==> src/rtl/ctc_greedy_decoder_defines.svh <==
// assertion macros used by the decoder top level
`ifndef CTC_GREEDY_DECODER_DEFINES_SVH
`define CTC_GREEDY_DECODER_DEFINES_SVH

// condition that must hold at every edge out of reset
`define CTCGD_ASSERT_NOW(name, cond, msg) \
	name: assert property (@(posedge clk) disable iff (!arst_n) (cond)) else $error(msg);

// condition that must hold at the edge after a trigger
`define CTCGD_ASSERT_NEXT(name, trig, cond, msg) \
	name: assert property (@(posedge clk) disable iff (!arst_n) (trig) |=> (cond)) else $error(msg);

`endif

==> src/rtl/ctcgd_pkg.sv <==
package ctcgd_pkg;

	localparam int MAX_CLASSES_DEF = 16384;
	localparam int SCORE_BITS_DEF  = 16;

	localparam int CFG_W           = 15;
	localparam int NUM_CLASSES_RST = 6625;

	// emitted character count and its saturation point
	localparam int              CNT_W       = 11;
	localparam logic [CNT_W-1:0] COUNT_LIMIT = 11'd2047;

	localparam logic KIND_CHAR    = 1'b0;
	localparam logic KIND_SUMMARY = 1'b1;

	typedef struct packed {
		logic accept;
		logic load_new;
		logic load_held;
		logic div_init;
		logic div_step;
		logic load_sum;
		logic last;
	} cmd_t;

	typedef struct packed {
		logic emit;
		logic eos;
	} status_t;

endpackage

==> src/rtl/ctcgd_ctrl.sv <==
module ctcgd_ctrl #(
	parameter int SCORE_BITS = ctcgd_pkg::SCORE_BITS_DEF
) (
	input  logic              clk,
	input  logic              arst_n,
	input  logic              in_valid,
	output logic              in_stall,
	output logic              out_valid,
	input  logic              out_stall,
	input  ctcgd_pkg::status_t sts,
	output ctcgd_pkg::cmd_t    cmd
);
	import ctcgd_pkg::*;

	localparam int SUM_W = SCORE_BITS + CNT_W;
	localparam int DC_W  = $clog2(SUM_W + 1);

	typedef enum logic [1:0] {
		ST_RUN,
		ST_EMIT,
		ST_DIV,
		ST_SUM
	} state_t;

	state_t          state_q;
	logic            eos_pend_q;
	logic [DC_W-1:0] div_cnt_q;
	logic            out_valid_q;
	logic            out_free;
	logic            any_load;

	assign out_free  = !out_valid_q || !out_stall;
	assign in_stall  = (state_q != ST_RUN);
	assign out_valid = out_valid_q;
	assign any_load  = cmd.load_new || cmd.load_held || cmd.load_sum;

	always_comb begin
		cmd = '0;
		case (state_q)
			ST_RUN: begin
				cmd.accept = in_valid;
				if (in_valid && sts.emit && out_free) begin
					cmd.load_new = 1'b1;
					cmd.last     = !sts.eos;
				end
			end
			ST_EMIT: begin
				if (out_free) begin
					cmd.load_held = 1'b1;
					cmd.last      = !eos_pend_q;
				end
			end
			ST_DIV: begin
				if (div_cnt_q == '0) begin
					cmd.div_init = 1'b1;
				end else begin
					cmd.div_step = 1'b1;
				end
			end
			ST_SUM: begin
				if (out_free) begin
					cmd.load_sum = 1'b1;
					cmd.last     = 1'b1;
				end
			end
			default: ;
		endcase
	end

	always_ff @(posedge clk or negedge arst_n) begin
		if (!arst_n) begin
			state_q     <= ST_RUN;
			eos_pend_q  <= 1'b0;
			div_cnt_q   <= '0;
			out_valid_q <= 1'b0;
		end else begin
			if (any_load) begin
				out_valid_q <= 1'b1;
			end else if (!out_stall) begin
				out_valid_q <= 1'b0;
			end
			case (state_q)
				ST_RUN: begin
					if (cmd.accept) begin
						if (sts.emit && !out_free) begin
							state_q    <= ST_EMIT;
							eos_pend_q <= sts.eos;
						end else if (sts.eos) begin
							state_q   <= ST_DIV;
							div_cnt_q <= '0;
						end
					end
				end
				ST_EMIT: begin
					if (out_free) begin
						state_q   <= eos_pend_q ? ST_DIV : ST_RUN;
						div_cnt_q <= '0;
					end
				end
				ST_DIV: begin
					// an init step, then one quotient bit per cycle
					if (div_cnt_q == DC_W'(SUM_W)) begin
						state_q <= ST_SUM;
					end else begin
						div_cnt_q <= div_cnt_q + 1'b1;
					end
				end
				ST_SUM: begin
					if (out_free) begin
						state_q <= ST_RUN;
					end
				end
				default: state_q <= ST_RUN;
			endcase
		end
	end

endmodule

==> src/rtl/ctcgd_dp.sv <==
module ctcgd_dp #(
	parameter int MAX_CLASSES = ctcgd_pkg::MAX_CLASSES_DEF,
	parameter int SCORE_BITS  = ctcgd_pkg::SCORE_BITS_DEF,
	localparam int IDX_W      = $clog2(MAX_CLASSES)
) (
	input  logic                          clk,
	input  logic                          arst_n,
	input  logic                          cfg_we,
	input  logic [ctcgd_pkg::CFG_W-1:0]   cfg_wdata,
	input  logic signed [SCORE_BITS-1:0]  score,
	input  logic                          end_of_sequence,
	input  ctcgd_pkg::cmd_t               cmd,
	output ctcgd_pkg::status_t            sts,
	output logic                          kind,
	output logic [IDX_W-1:0]              char_index,
	output logic signed [SCORE_BITS-1:0]  char_score,
	output logic signed [SCORE_BITS-1:0]  average_score,
	output logic [ctcgd_pkg::CNT_W-1:0]   char_count,
	output logic                          last
);
	import ctcgd_pkg::*;

	localparam int N_W   = IDX_W + 1;
	localparam int SUM_W = SCORE_BITS + CNT_W;
	localparam int CW    = (CFG_W > N_W) ? CFG_W : N_W;
	localparam logic [N_W-1:0] N_RST = (NUM_CLASSES_RST > MAX_CLASSES) ?
		N_W'(MAX_CLASSES) : N_W'(NUM_CLASSES_RST);

	// effective class count, clamped when written
	logic [N_W-1:0] n_q;
	logic [N_W-1:0] n_next;
	logic [CW-1:0]  cfg_ext;

	logic [IDX_W-1:0]             pos_q;
	logic [IDX_W-1:0]             best_idx_q;
	logic signed [SCORE_BITS-1:0] best_score_q;
	logic [IDX_W-1:0]             prev_q;
	logic signed [SUM_W-1:0]      sum_q;
	logic [CNT_W-1:0]             cnt_q;

	logic [IDX_W-1:0]             new_idx;
	logic signed [SCORE_BITS-1:0] new_best;
	logic                         step_end;
	logic                         emit;

	logic [SUM_W-1:0]      quo_q;
	logic [CNT_W-1:0]      rem_q;
	logic                  neg_q;
	logic [SUM_W-1:0]      sum_mag;
	logic [CNT_W:0]        trial;
	logic                  ge;
	logic [CNT_W:0]        trial_sub;
	logic [SCORE_BITS-1:0] q_lo;
	logic [SCORE_BITS-1:0] avg_val;

	logic [IDX_W-1:0]             ch_idx;
	logic signed [SCORE_BITS-1:0] ch_score;

	logic                         kind_q;
	logic [IDX_W-1:0]             idx_q;
	logic signed [SCORE_BITS-1:0] cscore_q;
	logic signed [SCORE_BITS-1:0] avg_q;
	logic [CNT_W-1:0]             ocnt_q;
	logic                         last_q;

	assign cfg_ext = CW'(cfg_wdata);

	always_comb begin
		if (cfg_ext < CW'(2)) begin
			n_next = N_W'(2);
		end else if (cfg_ext > CW'(MAX_CLASSES)) begin
			n_next = N_W'(MAX_CLASSES);
		end else begin
			n_next = N_W'(cfg_ext);
		end
	end

	// running argmax, first maximum wins
	always_comb begin
		if (pos_q == '0) begin
			new_best = score;
			new_idx  = '0;
		end else if (score > best_score_q) begin
			new_best = score;
			new_idx  = pos_q;
		end else begin
			new_best = best_score_q;
			new_idx  = best_idx_q;
		end
	end

	assign step_end = (({1'b0, pos_q} + 1'b1) >= n_q) || end_of_sequence;
	assign emit     = step_end && (new_idx != '0) && (new_idx != prev_q);
	assign sts.emit = emit;
	assign sts.eos  = end_of_sequence;

	// restoring division of |sum| by count
	assign sum_mag   = sum_q[SUM_W-1] ? (~sum_q + 1'b1) : sum_q;
	assign trial     = {rem_q, quo_q[SUM_W-1]};
	assign ge        = (trial >= {1'b0, cnt_q});
	assign trial_sub = trial - {1'b0, cnt_q};
	assign q_lo      = quo_q[SCORE_BITS-1:0];

	always_comb begin
		if (cnt_q == '0) begin
			avg_val = '0;
		end else if (neg_q) begin
			avg_val = ~q_lo + 1'b1;
		end else begin
			avg_val = q_lo;
		end
	end

	assign ch_idx   = cmd.load_held ? best_idx_q : new_idx;
	assign ch_score = cmd.load_held ? best_score_q : new_best;

	always_ff @(posedge clk or negedge arst_n) begin
		if (!arst_n) begin
			n_q    <= N_RST;
			pos_q  <= '0;
			prev_q <= '0;
			sum_q  <= '0;
			cnt_q  <= '0;
		end else begin
			if (cfg_we) begin
				n_q <= n_next;
			end
			if (cmd.accept) begin
				pos_q <= step_end ? '0 : pos_q + 1'b1;
				if (step_end) begin
					prev_q <= end_of_sequence ? '0 : new_idx;
				end
				if (emit && (cnt_q != COUNT_LIMIT)) begin
					sum_q <= sum_q + SUM_W'(new_best);
					cnt_q <= cnt_q + 1'b1;
				end
			end
			if (cmd.load_sum) begin
				sum_q <= '0;
				cnt_q <= '0;
			end
		end
	end

	// winner stays in the best registers after a step ends until the next score
	always_ff @(posedge clk) begin
		if (cmd.accept) begin
			best_score_q <= new_best;
			best_idx_q   <= new_idx;
		end
		if (cmd.div_init) begin
			quo_q <= sum_mag;
			rem_q <= '0;
			neg_q <= sum_q[SUM_W-1];
		end else if (cmd.div_step) begin
			quo_q <= {quo_q[SUM_W-2:0], ge};
			rem_q <= ge ? trial_sub[CNT_W-1:0] : trial[CNT_W-1:0];
		end
		if (cmd.load_new || cmd.load_held) begin
			kind_q   <= KIND_CHAR;
			idx_q    <= ch_idx;
			cscore_q <= ch_score;
			avg_q    <= '0;
			ocnt_q   <= '0;
			last_q   <= cmd.last;
		end else if (cmd.load_sum) begin
			kind_q   <= KIND_SUMMARY;
			idx_q    <= '0;
			cscore_q <= '0;
			avg_q    <= avg_val;
			ocnt_q   <= cnt_q;
			last_q   <= cmd.last;
		end
	end

	assign kind          = kind_q;
	assign char_index    = idx_q;
	assign char_score    = cscore_q;
	assign average_score = avg_q;
	assign char_count    = ocnt_q;
	assign last          = last_q;

endmodule

==> src/rtl/ctc_greedy_decoder.sv <==
// channel  | handshake               | payload
// ---------+-------------------------+--------------------------------------------------
// input    | in_valid / in_stall     | score, end_of_sequence
// output   | out_valid / out_stall   | kind, char_index, char_score, average_score,
//          |                         | char_count, last
// config   | cfg_we                  | cfg_wdata (num_classes)
//
// one score per cycle while the sequence runs; a score that ends a step and emits
// while the output register is still held stalls the input until that register frees
// end of sequence: serial divider of score sum by count, then the summary loads
// as soon as the output register frees
// arst_n clears the control state and the sequence state at once, no clearing pass
// out_stall only holds the output register; input is stalled while a result waits
// for it or while the divider runs
`include "ctc_greedy_decoder_defines.svh"

module ctc_greedy_decoder #(
	parameter int MAX_CLASSES = ctcgd_pkg::MAX_CLASSES_DEF,
	parameter int SCORE_BITS  = ctcgd_pkg::SCORE_BITS_DEF,
	localparam int IDX_W      = $clog2(MAX_CLASSES)
) (
	input  logic                          clk,
	input  logic                          arst_n,
	input  logic                          cfg_we,
	input  logic [ctcgd_pkg::CFG_W-1:0]   cfg_wdata,
	input  logic                          in_valid,
	output logic                          in_stall,
	input  logic signed [SCORE_BITS-1:0]  score,
	input  logic                          end_of_sequence,
	output logic                          out_valid,
	input  logic                          out_stall,
	output logic                          kind,
	output logic [IDX_W-1:0]              char_index,
	output logic signed [SCORE_BITS-1:0]  char_score,
	output logic signed [SCORE_BITS-1:0]  average_score,
	output logic [ctcgd_pkg::CNT_W-1:0]   char_count,
	output logic                          last
);
	import ctcgd_pkg::*;

	cmd_t    cmd;
	status_t sts;

	ctcgd_ctrl #(
		.SCORE_BITS (SCORE_BITS)
	) u_ctrl (
		.clk       (clk),
		.arst_n    (arst_n),
		.in_valid  (in_valid),
		.in_stall  (in_stall),
		.out_valid (out_valid),
		.out_stall (out_stall),
		.sts       (sts),
		.cmd       (cmd)
	);

	ctcgd_dp #(
		.MAX_CLASSES (MAX_CLASSES),
		.SCORE_BITS  (SCORE_BITS)
	) u_dp (
		.clk             (clk),
		.arst_n          (arst_n),
		.cfg_we          (cfg_we),
		.cfg_wdata       (cfg_wdata),
		.score           (score),
		.end_of_sequence (end_of_sequence),
		.cmd             (cmd),
		.sts             (sts),
		.kind            (kind),
		.char_index      (char_index),
		.char_score      (char_score),
		.average_score   (average_score),
		.char_count      (char_count),
		.last            (last)
	);

	// the divider and summary must block input after the sequence ends
	`CTCGD_ASSERT_NEXT(a_eos_blocks_input, in_valid && !in_stall && end_of_sequence, in_stall, "input taken straight after end of sequence")
	`CTCGD_ASSERT_NOW(a_char_not_blank, !(out_valid && kind == KIND_CHAR) || char_index != '0, "blank emitted as character")
	`CTCGD_ASSERT_NOW(a_char_no_summary, !(out_valid && kind == KIND_CHAR) || (char_count == '0 && average_score == '0), "character transaction carries summary fields")
	`CTCGD_ASSERT_NOW(a_summary_last, !(out_valid && kind == KIND_SUMMARY) || (last && char_index == '0), "summary transaction malformed")

endmodule

==> config.mk <==
export PLATFORM = sky130hd
export DESIGN_NAME = ctc_greedy_decoder
export DESIGN_NICKNAME = d
export VERILOG_FILES = /design/src/rtl/ctcgd_pkg.sv /design/src/rtl/ctcgd_ctrl.sv /design/src/rtl/ctcgd_dp.sv /design/src/rtl/ctc_greedy_decoder.sv
export VERILOG_INCLUDE_DIRS = /design/src /design/src/rtl
export SDC_FILE = /design/constraint.sdc
export NUM_CORES = 1
export LEC_CHECK = 0
export ABC_CLOCK_PERIOD_IN_PS = 7300
export BUFFER_PORTS_ARGS = -buffer_cell sky130_fd_sc_hd__buf_2
export CAP_MARGIN = 30
export CORE_MARGIN = 2
export CORE_UTILIZATION = 55
export DETAILED_ROUTE_END_ITERATION = 10
export PLACE_DENSITY = 0.82
export SLEW_MARGIN = 20
export SYNTH_ARGS = -nofsm -noshare
export SYNTH_HDL_FRONTEND = slang
export SYNTH_HIERARCHICAL = 1
export SYNTH_SLANG_ARGS = --single-unit
==> constraint.sdc <==
create_clock -name clk -period 7.3 [get_ports clk]
set_input_delay 0.73 -clock clk [delete_from_list [all_inputs] [get_ports clk]]
set_output_delay 0.73 -clock clk [all_outputs]
set_load 0.05 [all_outputs]
==> impl_results.md <==
* Clk_lat worst skew at 0.52 ns
* Netlist cell types at 85
* Routability cong. at slightly above 0.9
* Initial core utilization at 55.8%
* Layout cells sized above 1 at 13.5%
* Final setup viols at 0
* Clock skew at between 0.006 and 0.007 ns
* R2R setup slack at 1.38 ns
* Fmax at 169 MHz
* Crit Path Max Fanout at 27
* TritonCTS Buffers at 25
* DPL Wire Length at 21800 um
* Antenna violations before repair at 1
* DRT Pass-1 Iters at 5
* Top cells by area, synth: edfxtp_1 (21%), dfrtp_1 (16%), ha_1 (7.6%), dfxtp_1 (6.0%), o21ai_0 (4.2%)
* Power Dens Cells at between 400 and 500 nW/um^2
* Sequential-to-total area share from yosys stat at 43.9%
* Syn avg cell area at 9.58 um^2
* Die H at 158 um
* Syn. warnings at 6
* Hold Vio Cnt, Final at 0
* Minimum clock period at just under 6 ns
* Synth top area share at between 20% and 30%
* Syn_nets at ~1500
* Status: finished clean
* Final setup TNS at 0 ns
* Nets at ~1600
* Resized Gates After CTS at 0
* Top-Level Pins at just under 100
* Global Route Usage Sum at 24.7%
* Max IR drop VDD at around 190 uV
* Vias in the first global route at roughly 10000
* Post-route DRC at 0
* Max Slew Vio Count at 0
* Deepest clock path buffer count at 3
* Initial DRC Count at 732
* Worst slew pin tran at a little over 0.8 ns
* Reg2reg end: u_dp/sum_q[26]
* Std-Cell Rows at 56
* IO Port Bufs at between 90 and 100
* Worst reg2reg startpoint: u_dp/best_score_q[15]
* Largest net degree at the start of global routing at 63
* # Post-CTS Setup Buffers at 0
* EDFF count, synth at 89
* CP peak stage delay at approximately 0.67 ns
* Hold WC Path Type: in2async
* Final wirelength at 30600 um
* H-tree level count at 1
* Ys flop type: edfxtp_1
* Cells after synthesis at 1359
* WP data required at a little under 8 ns
* Max_slew headroom at between 40% and 50%
* Root buf cell: clkbuf_16
* Cell Chain, Critical Path: inv_1, ha_1, nand4_2, nor4_4, a21oi_2, a21oi_4, a21oi_2, o21ai_0, ha_1, inv_1, fa_1, nor2b_1, o2111ai_1, and3_1, nor4_1, nor3_1, nor2_1, a41o_1, or4bb_1, o41ai_1, nor4b_4, mux2_4
* Leak pwr at roughly 6.4 nW
* Most area-hungry cell type in the Yosys netlist: edfxtp_1
* Area growth, synth to finish at 11.9%
* #FFs+latches synth at about 220
* Startpoint Class: register
* Core area at approximately 23000 um^2
* Die X at 158 um
* Via Count at around 10000
* CTS tree: yes
* Depth of the worst register-to-register path at 22
* CP Capture Type: register
* Count leader, synth: nand2_1
* Fin crit share at about four fifths
* Antenna Violating Nets Remaining at 0
* Vias per Instance at around 5.9
* DIE AREA at ~25000 um^2
* Clk slew on worst S/H paths at approximately 0.06 ns
* RSZ-0062 raised after global routing: false
* Clock Sinks at ~220
* Post-synthesis async set-or-reset flop share at roughly two fifths
* Routed WL per cell at roughly 17 um
* Gr ovfl total at 0
* Worst setup path class: reg2reg
* Mapped Area at ~13000 um^2
* Top cells by count, synth: nand2_1 (144), o21ai_0 (109), nor2_1 (104)
* Fin util at 62.4%
* Crit path DAT at between 6 and 7 ns
* CP max stage cell: a21oi_4
* CTS Hold Bufs at 0
* Global-route wire length before repair at 49900 um
* Antenna Cells at 0
* Max cap viols at 0
state kept, by name (all words and copies together) (netlist names), 11 cells and up:
name,cells
u_dp/cnt_q,11
u_dp/sum_q,27
u_dp/average_score,16
u_dp/char_count,11
u_dp/best_score_q,16
u_dp/rem_q,11
u_dp/prev_q,14
u_dp/best_idx_q,14
u_dp/char_score,16
u_dp/quo_q,27
u_dp/n_q,15
u_dp/pos_q,14
u_dp/char_index,14
worst max-delay path, delay by kind of cell (launching register included):
family / cells / cell delay (ns)
and+or+nand+nor: 9 / 2.10
AOI/OAI and AO/OA: 7 / 1.91
adders and majority gates: 3 / 1.02
DFF: 1 / 0.35
muxes: 1 / 0.31
buffers and inverters: 2 / 0.12
cell families (layout without fill, tap and decap cells):
group | count (synthesis) | in the layout | synth area share [%]
compound gates | 339 | 339 | 16.9
xor+xnor | 89 | 89 | 5.99
fa+ha+maj | 81 | 81 | 7.90
buf+inv | 158 | 258 | 4.84
flops | 218 | 218 | 43.9
mux | 53 | 53 | 4.27
simple gates | 421 | 421 | 16.2
where the power goes:
group          switching, mW  leakage [nW]  internal [mW]
sequential             0.383          2.33           1.74
combinational           1.79          3.69           1.16
clock                  0.492         0.386          0.688
total                   2.66          6.40           3.59
cell type report:
type | count | area [um^2]
fill | 1908 | 8770
multi-input combinational | 983 | 6690
sequential | 218 | 5710
clock buffer | 34 | 679
timing repair buffer | 114 | 619
tap | 319 | 399
inverter | 98 | 368
clock inverter | 12 | 91.3
cells in the final DEF, fill, tap and decap left out, types with 14 or more instances in the layout:
master,netlist,routed
mux2i_1,40,40
xnor2_1,44,44
o31ai_1,24,24
a21o_1,20,20
nand3_1,38,38
nor4_1,14,14
inv_1,96,96
clkbuf_16,0,25
nor2_1,104,102
buf_2,5,96
o21ai_0,109,109
dfrtp_1,83,83
dfxtp_1,39,39
nand2_1,144,144
edfxtp_1,89,89
a21oi_1,63,63
ha_1,79,79
nor3_1,15,14
xor2_1,45,45
a211oi_1,15,15
a22o_1,32,32
and3_1,14,14
buf_4,6,17
stage by stage:
| stage | cell area [um^2] | hold slack, ns | setup WS [ns] | total power, mW | cells |
|---|---|---|---|---|---|
| 2_1_floorplan | 13000 | 0.423 | 1.82 | 4.36 | 1359 |
| 3_3_place_gp | 13800 | 0.433 | 1.22 | 4.93 | 1731 |
| 3_5_place_dp | 13800 | 0.439 | 1.09 | 5.04 | 1731 |
| 4_1_cts | 14600 | 0.188 | 1.48 | 6.26 | 1777 |
| 5_1_grt | 14600 | 0.214 | 1.06 | 6.71 | 1778 |
| 6_report | 14600 | 0.182 | 1.38 | 6.25 | 1778 |
how the worst max path moves through the flow:
stage	startpoint	end	slack (ns)
final	u_dp/best_score_q[15]	u_dp/sum_q[26]	1.38
after global routing	u_dp/best_score_q[15]	u_dp/sum_q[26]	1.06
after CTS	u_dp/best_score_q[15]	u_dp/sum_q[26]	1.48
after detailed placement	score[15]	u_dp/sum_q[26]	1.09
after global placement	score[15]	u_dp/sum_q[26]	1.22
after floorplan	score[15]	u_dp/sum_q[26]	1.82
layer usage:
metal  global-route usage [%]  share of wire [%]  wire (um)  up-vias
met4                     6.58                2.1        656        2
met2                     40.6                 47      14300      327
met5                        0              0.023          7        -
li1                         -                  -          -     5045
met1                     34.2                 45      13900     5047
met3                     3.75                5.8       1790       50
(Power assumes the default switching activity.)
